$ cat src/rtl/core/bdac_pkg.sv
// Shared types and constants of the binary to decimal ASCII digit unit.
// Used by bdac_controller, bdac_datapath and binary_to_decimal_ascii_digits_unit.
package bdac_pkg;

	localparam logic [5:0] ASCII_ZERO = 6'h30;
	localparam logic [3:0] BCD_ADJ_MIN = 4'd5;
	localparam logic [3:0] BCD_ADJ = 4'd3;
	localparam int DIGIT_BITS = 4;

	typedef struct packed {
		logic load;
		logic step;
		logic shift;
	} dp_cmd_t;

	typedef struct packed {
		logic top_zero;
	} dp_status_t;

endpackage

$ cat src/rtl/core/bdac_datapath.sv
// Datapath of the digit unit: shift-and-add-3 binary to BCD conversion
// and the digit shifter that presents the most significant digit.
// Depends on bdac_pkg.
module bdac_datapath #(
	parameter int VALUE_BITS = 16,
	parameter int NDIG = 5
) (
	input  logic                  clk,
	input  logic [VALUE_BITS-2:0] mag,
	input  bdac_pkg::dp_cmd_t     cmd,
	output bdac_pkg::dp_status_t  status,
	output logic [5:0]            digit_char
);

	localparam int MAG_BITS = VALUE_BITS - 1;
	localparam int BCD_BITS = NDIG * bdac_pkg::DIGIT_BITS;

	logic [MAG_BITS-1:0] bin_q;
	logic [BCD_BITS-1:0] bcd_q;
	logic [BCD_BITS-1:0] bcd_adj;
	logic [3:0]          top_digit;

	// Add 3 to every digit of five or more before the next shift.
	always_comb begin
		for (int i = 0; i < NDIG; i++) begin
			if (bcd_q[i*4 +: 4] >= bdac_pkg::BCD_ADJ_MIN)
				bcd_adj[i*4 +: 4] = bcd_q[i*4 +: 4] + bdac_pkg::BCD_ADJ;
			else
				bcd_adj[i*4 +: 4] = bcd_q[i*4 +: 4];
		end
	end

	always_ff @(posedge clk) begin
		if (cmd.load) begin
			bin_q <= mag;
			bcd_q <= '0;
		end else if (cmd.step) begin
			bin_q <= {bin_q[MAG_BITS-2:0], 1'b0};
			bcd_q <= {bcd_adj[BCD_BITS-2:0], bin_q[MAG_BITS-1]};
		end else if (cmd.shift) begin
			bcd_q <= {bcd_q[BCD_BITS-5:0], 4'b0000};
		end
	end

	assign top_digit = bcd_q[BCD_BITS-1 -: 4];
	assign status.top_zero = (top_digit == 4'd0);
	assign digit_char = bdac_pkg::ASCII_ZERO | {2'b00, top_digit};

endmodule

$ cat src/rtl/core/bdac_controller.sv
// Controller of the digit unit: sequences conversion steps, skips leading
// zero digits and handshakes each digit out. Depends on bdac_pkg.
module bdac_controller #(
	parameter int VALUE_BITS = 16,
	parameter int NDIG = 5
) (
	input  logic                 clk,
	input  logic                 arst_n,
	input  logic                 value_valid,
	input  logic                 value_neg,
	output logic                 value_stall,
	output logic                 digit_valid,
	input  logic                 digit_stall,
	output logic                 is_last,
	output bdac_pkg::dp_cmd_t    cmd,
	input  bdac_pkg::dp_status_t status
);

	localparam int MAG_BITS = VALUE_BITS - 1;
	localparam int SW = $clog2(MAG_BITS + 1);
	localparam int DW = $clog2(NDIG + 1);

	typedef enum logic [1:0] {
		ST_IDLE,
		ST_CONV,
		ST_SCAN,
		ST_EMIT
	} state_t;

	state_t         state_q;
	logic [SW-1:0]  step_cnt_q;
	logic [DW-1:0]  dig_cnt_q;
	logic           digit_valid_q;
	logic           in_take;
	logic           out_take;
	logic           last_digit;

	assign value_stall = (state_q != ST_IDLE);
	assign in_take = value_valid && !value_stall;
	assign out_take = digit_valid_q && !digit_stall;
	assign last_digit = (dig_cnt_q == DW'(1));
	assign digit_valid = digit_valid_q;
	assign is_last = last_digit;

	always_comb begin
		cmd.load = in_take && !value_neg;
		cmd.step = (state_q == ST_CONV);
		cmd.shift = 1'b0;
		case (state_q)
			ST_SCAN: cmd.shift = status.top_zero && !last_digit;
			ST_EMIT: cmd.shift = out_take && !last_digit;
			default: cmd.shift = 1'b0;
		endcase
	end

	always_ff @(posedge clk or negedge arst_n) begin
		if (!arst_n) begin
			state_q <= ST_IDLE;
			step_cnt_q <= '0;
			dig_cnt_q <= '0;
			digit_valid_q <= 1'b0;
		end else begin
			case (state_q)
				ST_IDLE: begin
					// Drop negative requests without output.
					if (in_take && !value_neg) begin
						step_cnt_q <= SW'(MAG_BITS);
						state_q <= ST_CONV;
					end
				end
				ST_CONV: begin
					step_cnt_q <= step_cnt_q - SW'(1);
					if (step_cnt_q == SW'(1)) begin
						dig_cnt_q <= DW'(NDIG);
						state_q <= ST_SCAN;
					end
				end
				ST_SCAN: begin
					if (status.top_zero && !last_digit) begin
						dig_cnt_q <= dig_cnt_q - DW'(1);
					end else begin
						digit_valid_q <= 1'b1;
						state_q <= ST_EMIT;
					end
				end
				ST_EMIT: begin
					if (out_take) begin
						if (last_digit) begin
							digit_valid_q <= 1'b0;
							state_q <= ST_IDLE;
						end else begin
							dig_cnt_q <= dig_cnt_q - DW'(1);
						end
					end
				end
				default: state_q <= ST_IDLE;
			endcase
		end
	end

endmodule

$ cat src/rtl/core/binary_to_decimal_ascii_digits_unit.sv
// Top level of the binary to decimal ASCII digit unit.
// Instantiates bdac_controller and bdac_datapath; depends on bdac_pkg.
//
// Usage:
//   Input channel value_valid / value_stall carries one signed value of
//   VALUE_BITS bits. A request is taken while the unit is idle.
//   Output channel digit_valid / digit_stall carries the ASCII digits of each
//   request, most significant first, no leading zeros; is_last marks the
//   least significant digit. Zero yields a single '0'. A negative value is
//   taken and yields nothing.
//   Sequence: the value is loaded, VALUE_BITS-1 shift-and-add-3 steps run,
//   leading zero digits are skipped one by one, then the first digit shows.
//   Digits then leave one per cycle while digit_stall is low.
//   A new request is not taken until the current one is done: value_stall
//   stays high until the last digit is taken.
//   A stalled receiver holds the current digit and is_last unchanged.
//   Reset clears the controller; the unit comes up idle with no output.
module binary_to_decimal_ascii_digits_unit #(
	parameter int VALUE_BITS = 16
) (
	input  logic                  clk,
	input  logic                  arst_n,
	input  logic                  value_valid,
	output logic                  value_stall,
	input  logic [VALUE_BITS-1:0] value,
	output logic                  digit_valid,
	input  logic                  digit_stall,
	output logic [5:0]            digit_char,
	output logic                  is_last
);

	// Digits of the largest positive value: floor((VALUE_BITS-1)*log10(2)) + 1.
	localparam int NDIG = ((VALUE_BITS - 1) * 30103) / 100000 + 1;

	bdac_pkg::dp_cmd_t    cmd;
	bdac_pkg::dp_status_t status;

	bdac_controller #(
		.VALUE_BITS(VALUE_BITS),
		.NDIG(NDIG)
	) u_ctrl (
		.clk(clk),
		.arst_n(arst_n),
		.value_valid(value_valid),
		.value_neg(value[VALUE_BITS-1]),
		.value_stall(value_stall),
		.digit_valid(digit_valid),
		.digit_stall(digit_stall),
		.is_last(is_last),
		.cmd(cmd),
		.status(status)
	);

	bdac_datapath #(
		.VALUE_BITS(VALUE_BITS),
		.NDIG(NDIG)
	) u_dp (
		.clk(clk),
		.mag(value[VALUE_BITS-2:0]),
		.cmd(cmd),
		.status(status),
		.digit_char(digit_char)
	);

endmodule
$ cat config.mk
export PLATFORM = sky130hd
export DESIGN_NAME = binary_to_decimal_ascii_digits_unit
export DESIGN_NICKNAME = d
export VERILOG_FILES = /design/src/rtl/core/bdac_pkg.sv /design/src/rtl/core/bdac_datapath.sv /design/src/rtl/core/bdac_controller.sv /design/src/rtl/core/binary_to_decimal_ascii_digits_unit.sv
export SDC_FILE = /design/constraint.sdc
export NUM_CORES = 1
export LEC_CHECK = 0
export BUFFER_PORTS_ARGS = -buffer_cell sky130_fd_sc_hd__buf_2
export CAP_MARGIN = 10
export CORE_UTILIZATION = 35
export CTS_CLUSTER_DIAMETER = 120
export DETAILED_ROUTE_END_ITERATION = 6
export PLACE_DENSITY_LB_ADDON = 0.1
export SLEW_MARGIN = 20
export SYNTH_ARGS = -nofsm -noshare
export SYNTH_HDL_FRONTEND = slang
export SYNTH_SLANG_ARGS = --single-unit
$ cat constraint.sdc
create_clock -name clk -period 3.7 [get_ports clk]
set_input_delay 0.74 -clock clk [delete_from_list [all_inputs] [get_ports clk]]
set_output_delay 0.74 -clock clk [all_outputs]
set_load 0.01 [all_outputs]
======== Word level (Yosys, flattened, before mapping) ========
Cells that the tools add are included.
storage, ports and cells
  output and inout bits ................... 9
  bits of input ports ..................... 20
  memory bits (writable) .................. 0
  bits in latches ......................... 0
  memories ................................ 0
  register bits ........................... 45
  bits in read-only memories .............. 0
operators by class
  magnitude comparators ................... 5
  div/mod/pow operators ................... 0
  multiply operators ...................... 0
  add/sub/neg operators ................... 7
  equal/unequal tests ..................... 12
  multiplexer cells ....................... 27
  reductions and logical operators ........ 21
  shifts and indexed selects .............. 0
  bitwise operators ....................... 0
operators with widths
  cell                                                                number
  two-way mux 20 bit                                                  2
  two-way mux 15 bit                                                  2
  greater-or-equal comparator 4 x 3 -> 1 bit (second input constant)  5
  two-way mux 4 bit                                                   5
  adder 4 x 2 -> 4 bit (second input constant)                        4
  two-way mux 3 bit                                                   5
  two-way mux 2 bit                                                   5
  AND reduction 5 bit                                                 2
  nonzero test 2 bit                                                  5
  one-hot mux 3 bit (3 select lines)                                  1
  != test 2 x 1 -> 1 bit (second input constant)                      4
  one-hot mux 2 bit (4 select lines)                                  1
  one-hot mux 4 bit (2 select lines)                                  1
  != test 2 bit (second input constant)                               3
  logical AND 1 bit                                                   5
  == test 2 bit (second input constant)                               2
  == test 4 x 1 -> 1 bit (second input constant)                      1
  logical NOT 1 bit                                                   4
  logical NOT 4 bit                                                   1
  one-hot mux 1 bit (2 select lines)                                  2
  AND reduction 4 bit                                                 1
  subtractor 4 x 1 -> 4 bit (second input constant)                   1
  adder 3 x 2 -> 3 bit (second input constant)                        1
  == test 3 x 1 -> 1 bit (second input constant)                      1
  6 further kinds                                                     8

======== Longest topological paths before layout ========
Gate-level depths: netlist (run 1).
  depth after elaboration ................. 6
  depth in mapped cells ................... 8
  gate-level depth less buffers ........... 7

======== Modules after synthesis ========
A second synthesis (run 1) with hierarchy kept.
second synthesis, totals
  cells, all modules ...................... 272
  area, all modules ....................... 2738.9 µm²
by module, submodules not included
  module           instances  area each (µm²)  cells each  sequential area each (µm²)
  bdac_datapath    1          2003.2           193         850.8
  bdac_controller  1          735.7            79          250.2

======== Worst setup path after synthesis (run 1) ========
OpenSTA, ideal clock, no wires.
  kind .................................... register -> register
  start ................................... register u_ctrl.state_q[1]
  end ..................................... register u_dp.bin_q[0] (enable)
  path buffers ............................ 2
  stages on the path, launching flop included .. 7
  setup slack ............................. 1560 ps
  arrival ................................. 1784 ps
  library setup time ...................... 356 ps
  clock period less this slack ............ 2140 ps
  data required time ...................... 3344 ps
  path through ............................ dfrtp_1 > inv_1 > ha_1 > nand3b_1 > clkbuf_1 > clkbuf_1 > nand2_1
on the way
  cells in the longest elaborated chain, start to end .. 5
RTL lines
  item                                     RTL line               source
  start: declaration                       bdac_controller.sv:30  state_t state_q;
  start signal: assignment                 bdac_controller.sv:58  state_q <= ST_IDLE;
  start signal: assignment                 bdac_controller.sv:68  state_q <= ST_CONV;
  start signal: assignment                 bdac_controller.sv:75  state_q <= ST_SCAN;
  nonzero test 2 bit                       bdac_controller.sv:38  assign value_stall = (state_q != ST_IDLE);
  logical NOT 1 bit                        bdac_controller.sv:39  assign in_take = value_valid && !value_stall;
  logical AND 1 bit                        bdac_controller.sv:39
  logical AND 1 bit                        bdac_controller.sv:46  cmd.load = in_take && !value_neg;
  nonzero test 2 bit (no source line) (*)  n/a
  end signal: assignment                   bdac_datapath.sv:35    bin_q <= mag;
  end signal: assignment                   bdac_datapath.sv:38    bin_q <= {bin_q[MAG_BITS-2:0], 1'b0};
  end: declaration                         bdac_datapath.sv:18    logic [MAG_BITS-1:0] bin_q;
Mark *: on every way between the ends. The rest lies on a longest branch, timed or not.
A chain may end at the register's enable or synchronous reset.

======== Worst setup path after layout (run 1) ========
  start ................................... register u_ctrl.state_q[1]
  end ..................................... register u_dp.bin_q[1] (enable)
Same word-level chain as after synthesis.

==> results.md, run 1 <==
- Clock sink total: 45
- CTS Hold Bufs: 0
- Largest net degree at the start of global routing: 33
- PwrDens: 911 nW/µm²
- # DRC: 0
- Final WL: 5.29 mm
- Worst Hold Class: input port to asynchronous set/reset pin
- Leak: 0.00129 µW
- Met2 usage: 23.5%
- Status: finished clean
- CTS resizes: 0
- Die W: 90.7 µm
- Layout cells sized above 1: 14.7%
- DIE AREA: 8230 µm²
- Ys Warns: 0
- Register clock-pin slew on the reported worst setup and hold paths: 0.09 ns
- Synth-to-layout area growth: 10.3%
- Crit Path Max Fanout: 20
- Unique masters post-synth: 44
- CTS Buf Count: 5
- Vias/cell: 4.90
- Die H: 90.7 µm
- Slew HR: 43.2%
- Antenna violations before repair: 0
- DR WL/cell: 12.4 µm
- # rows: 31
- Critical path class: flop to flop
- Sequential area share after synthesis: 40.0%
- I/O pins: 29
- Busiest grt layer: met2
- Synth Flop Type: dfxtp_1
- Setup WS post-layout: 1.37 ns
- Final Hold Fails: 0
- Max VDD drop: 0.238 mV
- Startpoint types: flop
- Slew Limit Fails: 0
- Crit end category: flop
- ANT cells: 0
- CORE AREA: 7450 µm²
- Root buf cell: clkbuf_8
- Worst Tran Pin Value: 0.852 ns
- DRT antenna net count: 0
- Layout Utilization: 40.8%
- CTS tree: done
- Total number of vias: 2082
- Clk_lat worst skew: 0.30 ns
- H-tree depth: 2
- Drt pass-1 iters: 4
- RSZ-0062 raised after global routing: no
- Filler Cell Count: 780
- DP Wirelength: 3.69 mm
- Setup Buffers After CTS: 0
- I/O Buffers: 26
- GRT Overall Usage: 14.0%
- Worst slack at placement: 1.33 ns
- Clock buffer depth: 2
- Vias in the first global route: 1979
- FF+latch count, synth: 45
- Peak Freq: 0.430 GHz
- Req. time, crit path: 3.64 ns
- Post-Synthesis Cells: 306
- Congestion Overflow GR: 0
- Post-synth EDFFs: 15
- Met1 Usage GRT: 18.5%
- Post-Synthesis Mean Instance Area: 9.00 µm²
- First-pass GRT wire length: 9.39 mm
- Final Cycle Share: 62.9%
- Met3 GRT Util: 2.78%
- Final setup skew: 0.0101 ns
- Maxcap violations: 0
- Setup TNS: 0 ns
- First DRT Iteration DRCs: 121
- Asr flop ratio synth: 22.2%
- Starting Density: 37.0%
- Critical path arrival: 2.27 ns
- Final Critical Period: 2.33 ns
- # nets final: 364
- Gp weighted congestion: 0.762
- Setup-failing EPs final: 0
- Synthesized area: 2760 µm²
- R2r worst-path depth: 4
==> cells by family after synthesis <==
group	share of synthesized area (%)
simple gates	19.0
compound gates	17.0
flops	40.0
buf+inv	6.77
fa+ha+maj	8.63
mux	6.95
xor+xnor	1.59
other cells	0.136
==> path summary, 6_finish.rpt <==
kind | from | endpoint | slack, ns
worst min register to register | u_dp.bin_q[13]$_DFFE_PP_ | u_dp.bin_q[14]$_DFFE_PP_ | 0.53
worst max-delay path | u_ctrl.state_q[1]$_DFFE_PN0P_ | u_dp.bin_q[1]$_DFFE_PP_ | 1.37
worst min-delay path | arst_n | u_ctrl.digit_valid$_DFFE_PN0P_ | 0.29
min in group clk | u_dp.bin_q[13]$_DFFE_PP_ | u_dp.bin_q[14]$_DFFE_PP_ | 0.53
worst max register to register | u_ctrl.state_q[1]$_DFFE_PN0P_ | u_dp.bin_q[1]$_DFFE_PP_ | 1.37
max in group asynchronous | arst_n | u_ctrl.state_q[1]$_DFFE_PN0P_ | 3.21
==> Yosys cell counts (2+ instances only) <==
cell type / number / area (µm²)
nand2_1: 52 / 195
a21oi_1: 32 / 160
o21ai_0: 22 / 110
dfxtp_1: 20 / 400
inv_1: 20 / 75.1
ha_1: 19 / 238
nor2_1: 19 / 71.3
mux2i_1: 18 / 180
edfxtp_1: 15 / 450
dfrtp_1: 10 / 250
nand2b_1: 8 / 50.1
buf_4: 6 / 45.0
nand3_1: 6 / 30.0
buf_2: 5 / 25.0
xnor2_1: 5 / 43.8
nand4_1: 4 / 25.0
nor3b_1: 4 / 30.0
a32oi_1: 3 / 26.3
clkbuf_1: 3 / 11.3
nand3b_1: 3 / 22.5
o211ai_1: 3 / 22.5
a31oi_1: 2 / 12.5
a31oi_4: 2 / 42.5
and2_1: 2 / 12.5
buf_1: 2 / 7.51
buf_6: 2 / 22.5
nor3_1: 2 / 10.0
==> state kept, by name (all words and copies together), names as in the netlist <==
register and flops:
u_ctrl.dig_cnt_q 3, u_ctrl.digit_valid 1, u_dp.bin_q 15, u_ctrl.step_cnt_q 4, u_ctrl.state_q 2, u_dp.bcd_q 20
==> metrics by stage <==
stage | hold WS, ns | instance area, µm² | power [µW] | cells
final | 0.287 | 3040 | 2770 | 425
after global routing | 0.292 | 3040 | 3070 | 425
after CTS | 0.292 | 3040 | 2810 | 425
after detailed placement | 0.503 | 2920 | 2420 | 417
after global placement | 0.499 | 2920 | 2390 | 417
after floorplan | 0.444 | 2760 | 2160 | 307
==> cell usage in the layout (no fill, tap or decap), types with 2 or more instances in the layout <==
cell / instances
a21oi_1: 32
a31oi_1: 2
a31oi_4: 2
a32oi_1: 3
and2_1: 2
buf_2: 26
buf_4: 3
clkbuf_8: 5
conb_1: 2
dfrtp_1: 10
dfxtp_1: 20
edfxtp_1: 15
ha_1: 19
inv_1: 20
mux2i_1: 18
nand2_1: 52
nand2b_1: 8
nand3_1: 6
nand3b_1: 3
nand4_1: 4
nor2_1: 19
nor3_1: 2
nor3b_1: 4
o211ai_1: 3
o21ai_0: 22
xnor2_1: 5
==> final cells by class <==
class                   count  area [µm²]  share of cell area (%)
multi-input cells         224        1470                    48.4
inverters                  20        75.1                    2.47
flip-flops and latches     45        1100                    36.2
clock inverters             3        46.3                    1.52
repair buffers             29         153                    5.02
clock buffers               5        68.8                    2.26
well taps                  99         124                    4.08
==> worst max-delay path, stage by stage, from the launching register on <==
cell	delay, ns
dfrtp_1	0.48
inv_1	0.11
ha_1	0.72
inv_1	0.16
nand2_1	0.50
==> layer usage <==
| metal | vias up | wire [µm] | share of wire (%) |
|---|---|---|---|
| li1 | 1089 | - | - |
| met2 | 35 | 2390 | 45 |
| met3 | 4 | 172 | 3.3 |
| met4 | 0 | 41 | 0.78 |
| met1 | 954 | 2680 | 51 |
| met5 | - | 0 | 0 |
==> report_power, final <==
part,switching [µW],internal (µW)
clock network,180,202
registers,206,783
logic,799,598
total,1190,1580
No activity file was read; power rests on OpenSTA's default activity.
==> inputs of run 2 (changes only) <==
--- a/config.mk
+++ b/config.mk
@@ -5,6 +5,7 @@
 export SDC_FILE = /design/constraint.sdc
 export NUM_CORES = 1
 export LEC_CHECK = 0
+export ABC_AREA = 1
 export BUFFER_PORTS_ARGS = -buffer_cell sky130_fd_sc_hd__buf_2
 export CAP_MARGIN = 10
 export CORE_UTILIZATION = 35
==> constraint.sdc (replaced) <==
create_clock -name clk -period 2.2 [get_ports clk]
set_input_delay 0.44 -clock clk [delete_from_list [all_inputs] [get_ports clk]]
set_output_delay 0.44 -clock clk [all_outputs]
set_load 0.01 [all_outputs]
==> results.md, run 2 <==
- Status: finished clean
- Crit Path Max Fanout: 5
- Crit path depth: 4
- Req. time, crit path: 1.76 ns
- Final Critical Period: 1.80 ns
- Combinational power share: 1.6%
- CORE AREA: 7850 µm²
- Register with the most flip-flops: u_dp.bcd_q
- Setup TNS: 0 ns
- Crit end category: output port
- GRT Overall Usage: 16.4%
- First DRT Iteration DRCs: 86
- P_int: 1220 µW
- Post-synth EDFFs: 15
- Largest register FFs: 20
- Met1 Usage GRT: 20.7%
- Synth-to-layout area growth: 11.3%
- # DRC: 0
- Setup WS post-layout: 0.403 ns
- Clock sink total: 45
- Total number of vias: 2552
- Seq pwr share: 55.2%
- Cell family with most CP delay: flip-flops
- Clk_lat worst skew: 0.30 ns
- Most common cell after layout, fill and taps aside: nand2_1
- Largest cells by area after synthesis: nand2_1 (20%), edfxtp_1 (16%), dfxtp_1 (14%), dfrtp_1 (8.7%), ha_1 (8.2%)
- Peak Freq: 0.557 GHz
- Asr flop ratio synth: 22.2%
- Worst slack at placement: 0.407 ns
- Largest family of logic cells by synthesized area: simple AND/OR/NAND/NOR gates
- Gp weighted congestion: 0.741
- FF+latch count, synth: 45
- DRT antenna net count: 0
- Sequential area share after synthesis: 38.2%
- Max VDD drop: 0.361 mV
- I/O Buffers: 26
- H-tree depth: 2
- Slowest stage delay, CP: 0.42 ns
- Last element of the critical path: value_stall
- Final instance area: 3210 µm²
- Ys Warns: 0
- CP max stage cell: dfrtp_1
- Largest area contributor in the netlist: nand2_1
- Clock network fraction of design power: 43.2%
- Most frequent cell on the critical path: inv_1
- Placed Cells incl. Taps: 542
- Worst Hold Class: input port to flop
- CTS resizes: 0
- First-pass GRT wire length: 11.3 mm
- ANT cells: 0
- Drt pass-1 iters: 4
- Post-Synthesis Cells: 426
- Post-synthesis mux area share: 0%
- Final Hold Fails: 0
- # nets final: 487
- Maxcap violations: 0
- Die H: 92.8 µm
- Simple-gate area share of the yosys netlist: 36.2%
- Adder-cell share of the synthesized area: 8.25%
- Setup-failing EPs final: 0
- Flop2flop setup slack: 0.41 ns
- Congestion Overflow GR: 0
- Busiest grt layer: met2
- Layout Cells excl Fill: 551
- Synth Flop Type: dfxtp_1
- Largest registers: u_dp.bcd_q: 20 flops, u_dp.bin_q: 15 flops, u_ctrl.step_cnt_q: 4 flops
- Post-Synthesis Mean Instance Area: 6.77 µm²
- DR WL/cell: 11.3 µm
- Crit path launch: u_ctrl.state_q[1]$_DFFE_PN0P_
- Clock buffer depth: 2
- I/O pins: 29
- Count leader, synth: nand2_1
- Starting Density: 36.7%
- CTS tree: done
- Root buf cell: clkbuf_8
- Die W: 92.8 µm
- RSZ-0062 raised after global routing: no
- Layout cells sized above 1: 10.7%
- # rows: 32
- CTS Buf Count: 5
- Synth top area share: 20.3%
- Antenna violations before repair: 0
- Slew Limit Fails: 0
- Filler Cell Count: 872
- Synthesized area: 2880 µm²
- PwrDens: 482 nW/µm²
- Vias in the first global route: 2502
- Dpl cell area: 3080 µm²
- Critical path class: flop to output port
- Unique masters post-synth: 28
- Most common library cells after synthesis: nand2_1 (156), nor2_1 (56), inv_1 (42)
- Largest net degree at the start of global routing: 26
- Vias/cell: 4.63
- Commonest cells after routing, fill and taps aside: nand2_1 (156), nor2_1 (56), inv_1 (42)
- Final WL: 6.25 mm
- Crit Reg-Reg Startpoint: u_ctrl.state_q[1]$_DFFE_PN0P_
- Synth Area in Compound Gates: 7.12%
- Switching Fraction: 21.4%
- Met3 GRT Util: 2.38%
- DP Wirelength: 4.28 mm
- FF-to-FF End: u_dp.bin_q[7]$_DFFE_PP_
- Final setup skew: 0.0113 ns
- Post-synthesis xor/xnor area fraction: 0.304%
- R2r worst-path depth: 7
- Met2 usage: 28.6%
- Startpoint types: flop
- DIE AREA: 8600 µm²
- Leak: 0.00164 µW
- Critical path arrival: 1.36 ns
- Register clock-pin slew on the reported worst setup and hold paths: 0.10 ns
- Crit-path cells: inv_1 -> ha_1 -> inv_1 -> buf_2
- Buf/Inv on CP: 3
- NetSw: 332 µW
- Final Cycle Share: 81.7%
[run 2: worst min path at each step]
stage | start | to | slack, ns | cells after the start
floorplan | arst_n | u_ctrl.dig_cnt_q[0]$_DFFE_PN0P_ | 0.14 | 0
global placement | arst_n | u_ctrl.dig_cnt_q[1]$_DFFE_PN0P_ | 0.32 | 1
detailed placement | arst_n | u_ctrl.dig_cnt_q[1]$_DFFE_PN0P_ | 0.32 | 1
CTS | value[12] | u_dp.bin_q[12]$_DFFE_PP_ | 0.39 | 3
global route | value[1] | u_dp.bin_q[1]$_DFFE_PP_ | 0.40 | 3
finish | value[11] | u_dp.bin_q[11]$_DFFE_PP_ | 0.39 | 3
[run 2: per-layer routing]
metal | vias to the layer above | wire [µm] | part of all wire [%]
met5 | - | 0 | 0
met4 | 0 | 78 | 1.2
met3 | 4 | 162 | 2.6
met2 | 34 | 2750 | 44
met1 | 1137 | 3260 | 52
li1 | 1377 | - | -
[run 2: cell type report]
| type | count | area, µm² | share of cell area (%) |
|---|---|---|---|
| multi-input cells | 318 | 1500 | 46.8 |
| flip-flops and latches | 45 | 1100 | 34.3 |
| repair buffers | 34 | 193 | 6.01 |
| inverters | 44 | 165 | 5.15 |
| well taps | 102 | 128 | 3.98 |
| clock buffers | 5 | 68.8 | 2.15 |
| clock inverters | 3 | 50.0 | 1.56 |
[run 2: worst min-delay path: stages]
cell	delay, ns
buf_2	0.07
nand2_1	0.04
nand2_1	0.05
[run 2: logic make-up (layout without fill, tap and decap cells)]
kind of cell / Yosys count / after routing
AOI/OAI and AO/OA: 38 / 38
adders and majority gates: 19 / 19
xor gates and xnor gates: 1 / 1
and+or+nand+nor: 258 / 258
DFF: 45 / 45
buffers and inverters: 64 / 86
other: 1 / 2
[run 2: through the flow]
stage / hold WS [ns] / power [µW] / utilization, %
2_1_floorplan: 0.144 / 878 / -
3_3_place_gp: 0.323 / 896 / 39.2
3_5_place_dp: 0.323 / 896 / 39.2
4_1_cts: 0.389 / 1570 / 40.9
5_1_grt: 0.397 / 1610 / 40.9
6_report: 0.393 / 1550 / 40.9
[run 2: power by group through the flow]
stage	Sequential [µW]	Combinational (µW)	Clock, µW
finish	854	24.1	669
global route	855	26.8	725
CTS	854	24.8	692
detailed placement	873	23.4	0
global placement	873	22.9	0
floorplan	873	4.52	0
[run 2: what timing repair did]
item | in CTS | in global routing
setup buffers | 0 | 0
hold endpoints to repair | 10 | 0
endpoints found under the setup margin | 0 | 0
hold buffers | 1 | 0
==> inputs of run 3 (changes only) <==
==> constraint.sdc (replaced) <==
create_clock -name clk -period 1.7 [get_ports clk]
set_input_delay 0.34 -clock clk [delete_from_list [all_inputs] [get_ports clk]]
set_output_delay 0.34 -clock clk [all_outputs]
set_load 0.01 [all_outputs]
==> results.md, run 3 (synthesized netlist as in run 2, its figures left out) <==
- Status: finished clean
- Busiest grt layer: met2
- Drt pass-1 iters: 4
- Combinational power share: 1.5%
- NetSw: 434 µW
- Final setup skew: 0.00664 ns
- Setup TNS: 0 ns
- P_int: 1570 µW
- Met2 usage: 26.5%
- Root buf cell: clkbuf_8
- Critical path arrival: 1.22 ns
- # rows: 32
- Vias in the first global route: 2425
- Final WL: 6.11 mm
- Register with the most flip-flops: u_dp.bcd_q
- # nets final: 499
- Setup-failing EPs final: 0
- Largest registers: u_dp.bcd_q: 20 flops, u_dp.bin_q: 15 flops, u_ctrl.step_cnt_q: 4 flops
- Final Hold Fails: 0
- Final instance area: 3390 µm²
- ANT cells: 0
- Largest net degree at the start of global routing: 22
- Total number of vias: 2606
- CORE AREA: 7850 µm²
- Starting Density: 36.7%
- GRT Overall Usage: 15.5%
- Worst Hold Class: input port to flop
- First-pass GRT wire length: 10.9 mm
- Congestion Overflow GR: 0
- Req. time, crit path: 1.36 ns
- Critical path class: flop to output port
- PwrDens: 591 nW/µm²
- Crit Path Max Fanout: 4
- Switching Fraction: 21.6%
- Slew Limit Fails: 0
- I/O Buffers: 26
- Layout Utilization: 43.2%
- Most common cell after layout, fill and taps aside: nand2_1
- Pwr Total: 2010 µW
- # DRC: 0
- DP Wirelength: 4.36 mm
- Clock network fraction of design power: 43.3%
- First DRT Iteration DRCs: 84
- Clock sink total: 45
- Flop2flop setup slack: 0.16 ns
- DRT antenna net count: 0
- Commonest cells after routing, fill and taps aside: nand2_1 (154), nor2_1 (55), inv_1 (40)
- CTS Buf Count: 5
- Layout cells sized above 1: 15.2%
- Dpl cell area: 3190 µm²
- Register clock-pin slew on the reported worst setup and hold paths: 0.10 ns
- Largest register FFs: 20
- Die H: 92.8 µm
- Final Cycle Share: 92.0%
- Vias/cell: 4.63
- Multi-input gate area: 1550 µm²
- Die W: 92.8 µm
- Gp weighted congestion: 0.779
- Register area: 1100 µm²
- Met1 Usage GRT: 20.7%
- Clk_lat worst skew: 0.30 ns
- CTS tree: done
- H-tree depth: 2
- Crit end category: output port
- Synth-to-layout area growth: 17.7%
- Startpoint types: flop
- DR WL/cell: 10.8 µm
- Final Critical Period: 1.56 ns
- DIE AREA: 8600 µm²
- Maxcap violations: 0
- Leak: 0.00171 µW
- Peak Freq: 0.639 GHz
- Antenna violations before repair: 0
- RSZ-0062 raised after global routing: no
- Filler Cell Count: 870
- Met3 GRT Util: 2.46%
- Clock buffer depth: 2
- I/O pins: 29
- Seq pwr share: 55.1%
- Max VDD drop: 0.374 mV
## run 3: cell types whose count changed in the layout (fill, tap and decap cells not counted), moves of 2 or more
cell	delta
nand2_1	-2
buf_4	+8
ha_2	+2
nand3_2	+2
inv_6	+2
inv_1	-2
ha_1	-3
nand3_1	-2
buf_12	+4
## run 3: area by class of cell
cell class              count  area share [%]
well taps                 102            3.76
flip-flops and latches     45            32.4
clock inverters             3            1.40
repair buffers             46            9.81
multi-input cells         318            45.6
inverters                  44            4.94
clock buffers               5            2.03
## run 3: routing by layer
metal | routed length, µm | share of wire, %
met1 | 3140 | 51
met2 | 2730 | 45
met5 | 0 | 0
met4 | 47 | 0.77
met3 | 183 | 3.0
## run 3: through the flow
step           setup slack, ns  cells  hold slack [ns]
2_1_floorplan           0.0208    427           0.0444
3_3_place_gp            0.0667    549            0.225
3_5_place_dp            0.0161    549            0.230
4_1_cts                 0.0467    558            0.290
5_1_grt                0.00504    563            0.299
6_report                 0.136    563            0.300
## run 3: worst max-delay path, cell delays in order, from the launching register on
cell and delay (ns):
dfrtp_1 0.44, inv_2 0.12, ha_4 0.17, inv_1 0.05
buf_2 0.13
## run 3: worst paths after layout
| kind | from | end | cells after the start |
|---|---|---|---|
| setup / recovery | u_ctrl.state_q[1]$_DFFE_PN0P_ | value_stall | 4 |
| hold / removal | value[13] | u_dp.bin_q[13]$_DFFE_PP_ | 3 |
| setup reg to reg | u_ctrl.state_q[1]$_DFFE_PN0P_ | u_ctrl.state_q[0]$_DFFE_PN0P_ | 10 |
| hold reg to reg | u_ctrl.step_cnt_q[3]$_DFFE_PN0P_ | u_ctrl.step_cnt_q[3]$_DFFE_PN0P_ | 2 |
| max in group asynchronous | arst_n | u_ctrl.digit_valid$_DFFE_PN0P_ | 2 |
| min in group asynchronous | arst_n | u_ctrl.step_cnt_q[2]$_DFFE_PN0P_ | 2 |
## run 3: power groups by stage
stage          clock [µW]  sequential [µW]  combinational [µW]
6_report              869             1110                30.5
5_1_grt               926             1110                34.8
4_1_cts               894             1110                31.7
3_5_place_dp            0             1130                29.8
3_3_place_gp            0             1130                29.3
2_1_floorplan           0             1130                5.85
## run 3: what timing repair did
item / 4_1_cts / 5_1_grt
endpoints found under the hold margin: 10 / 0
gates resized for setup: 1 / 10
pin swaps: 0 / 4
setup endpoints to repair: 2 / 25
setup buffers: 0 / 5
hold buffers: 1 / 0
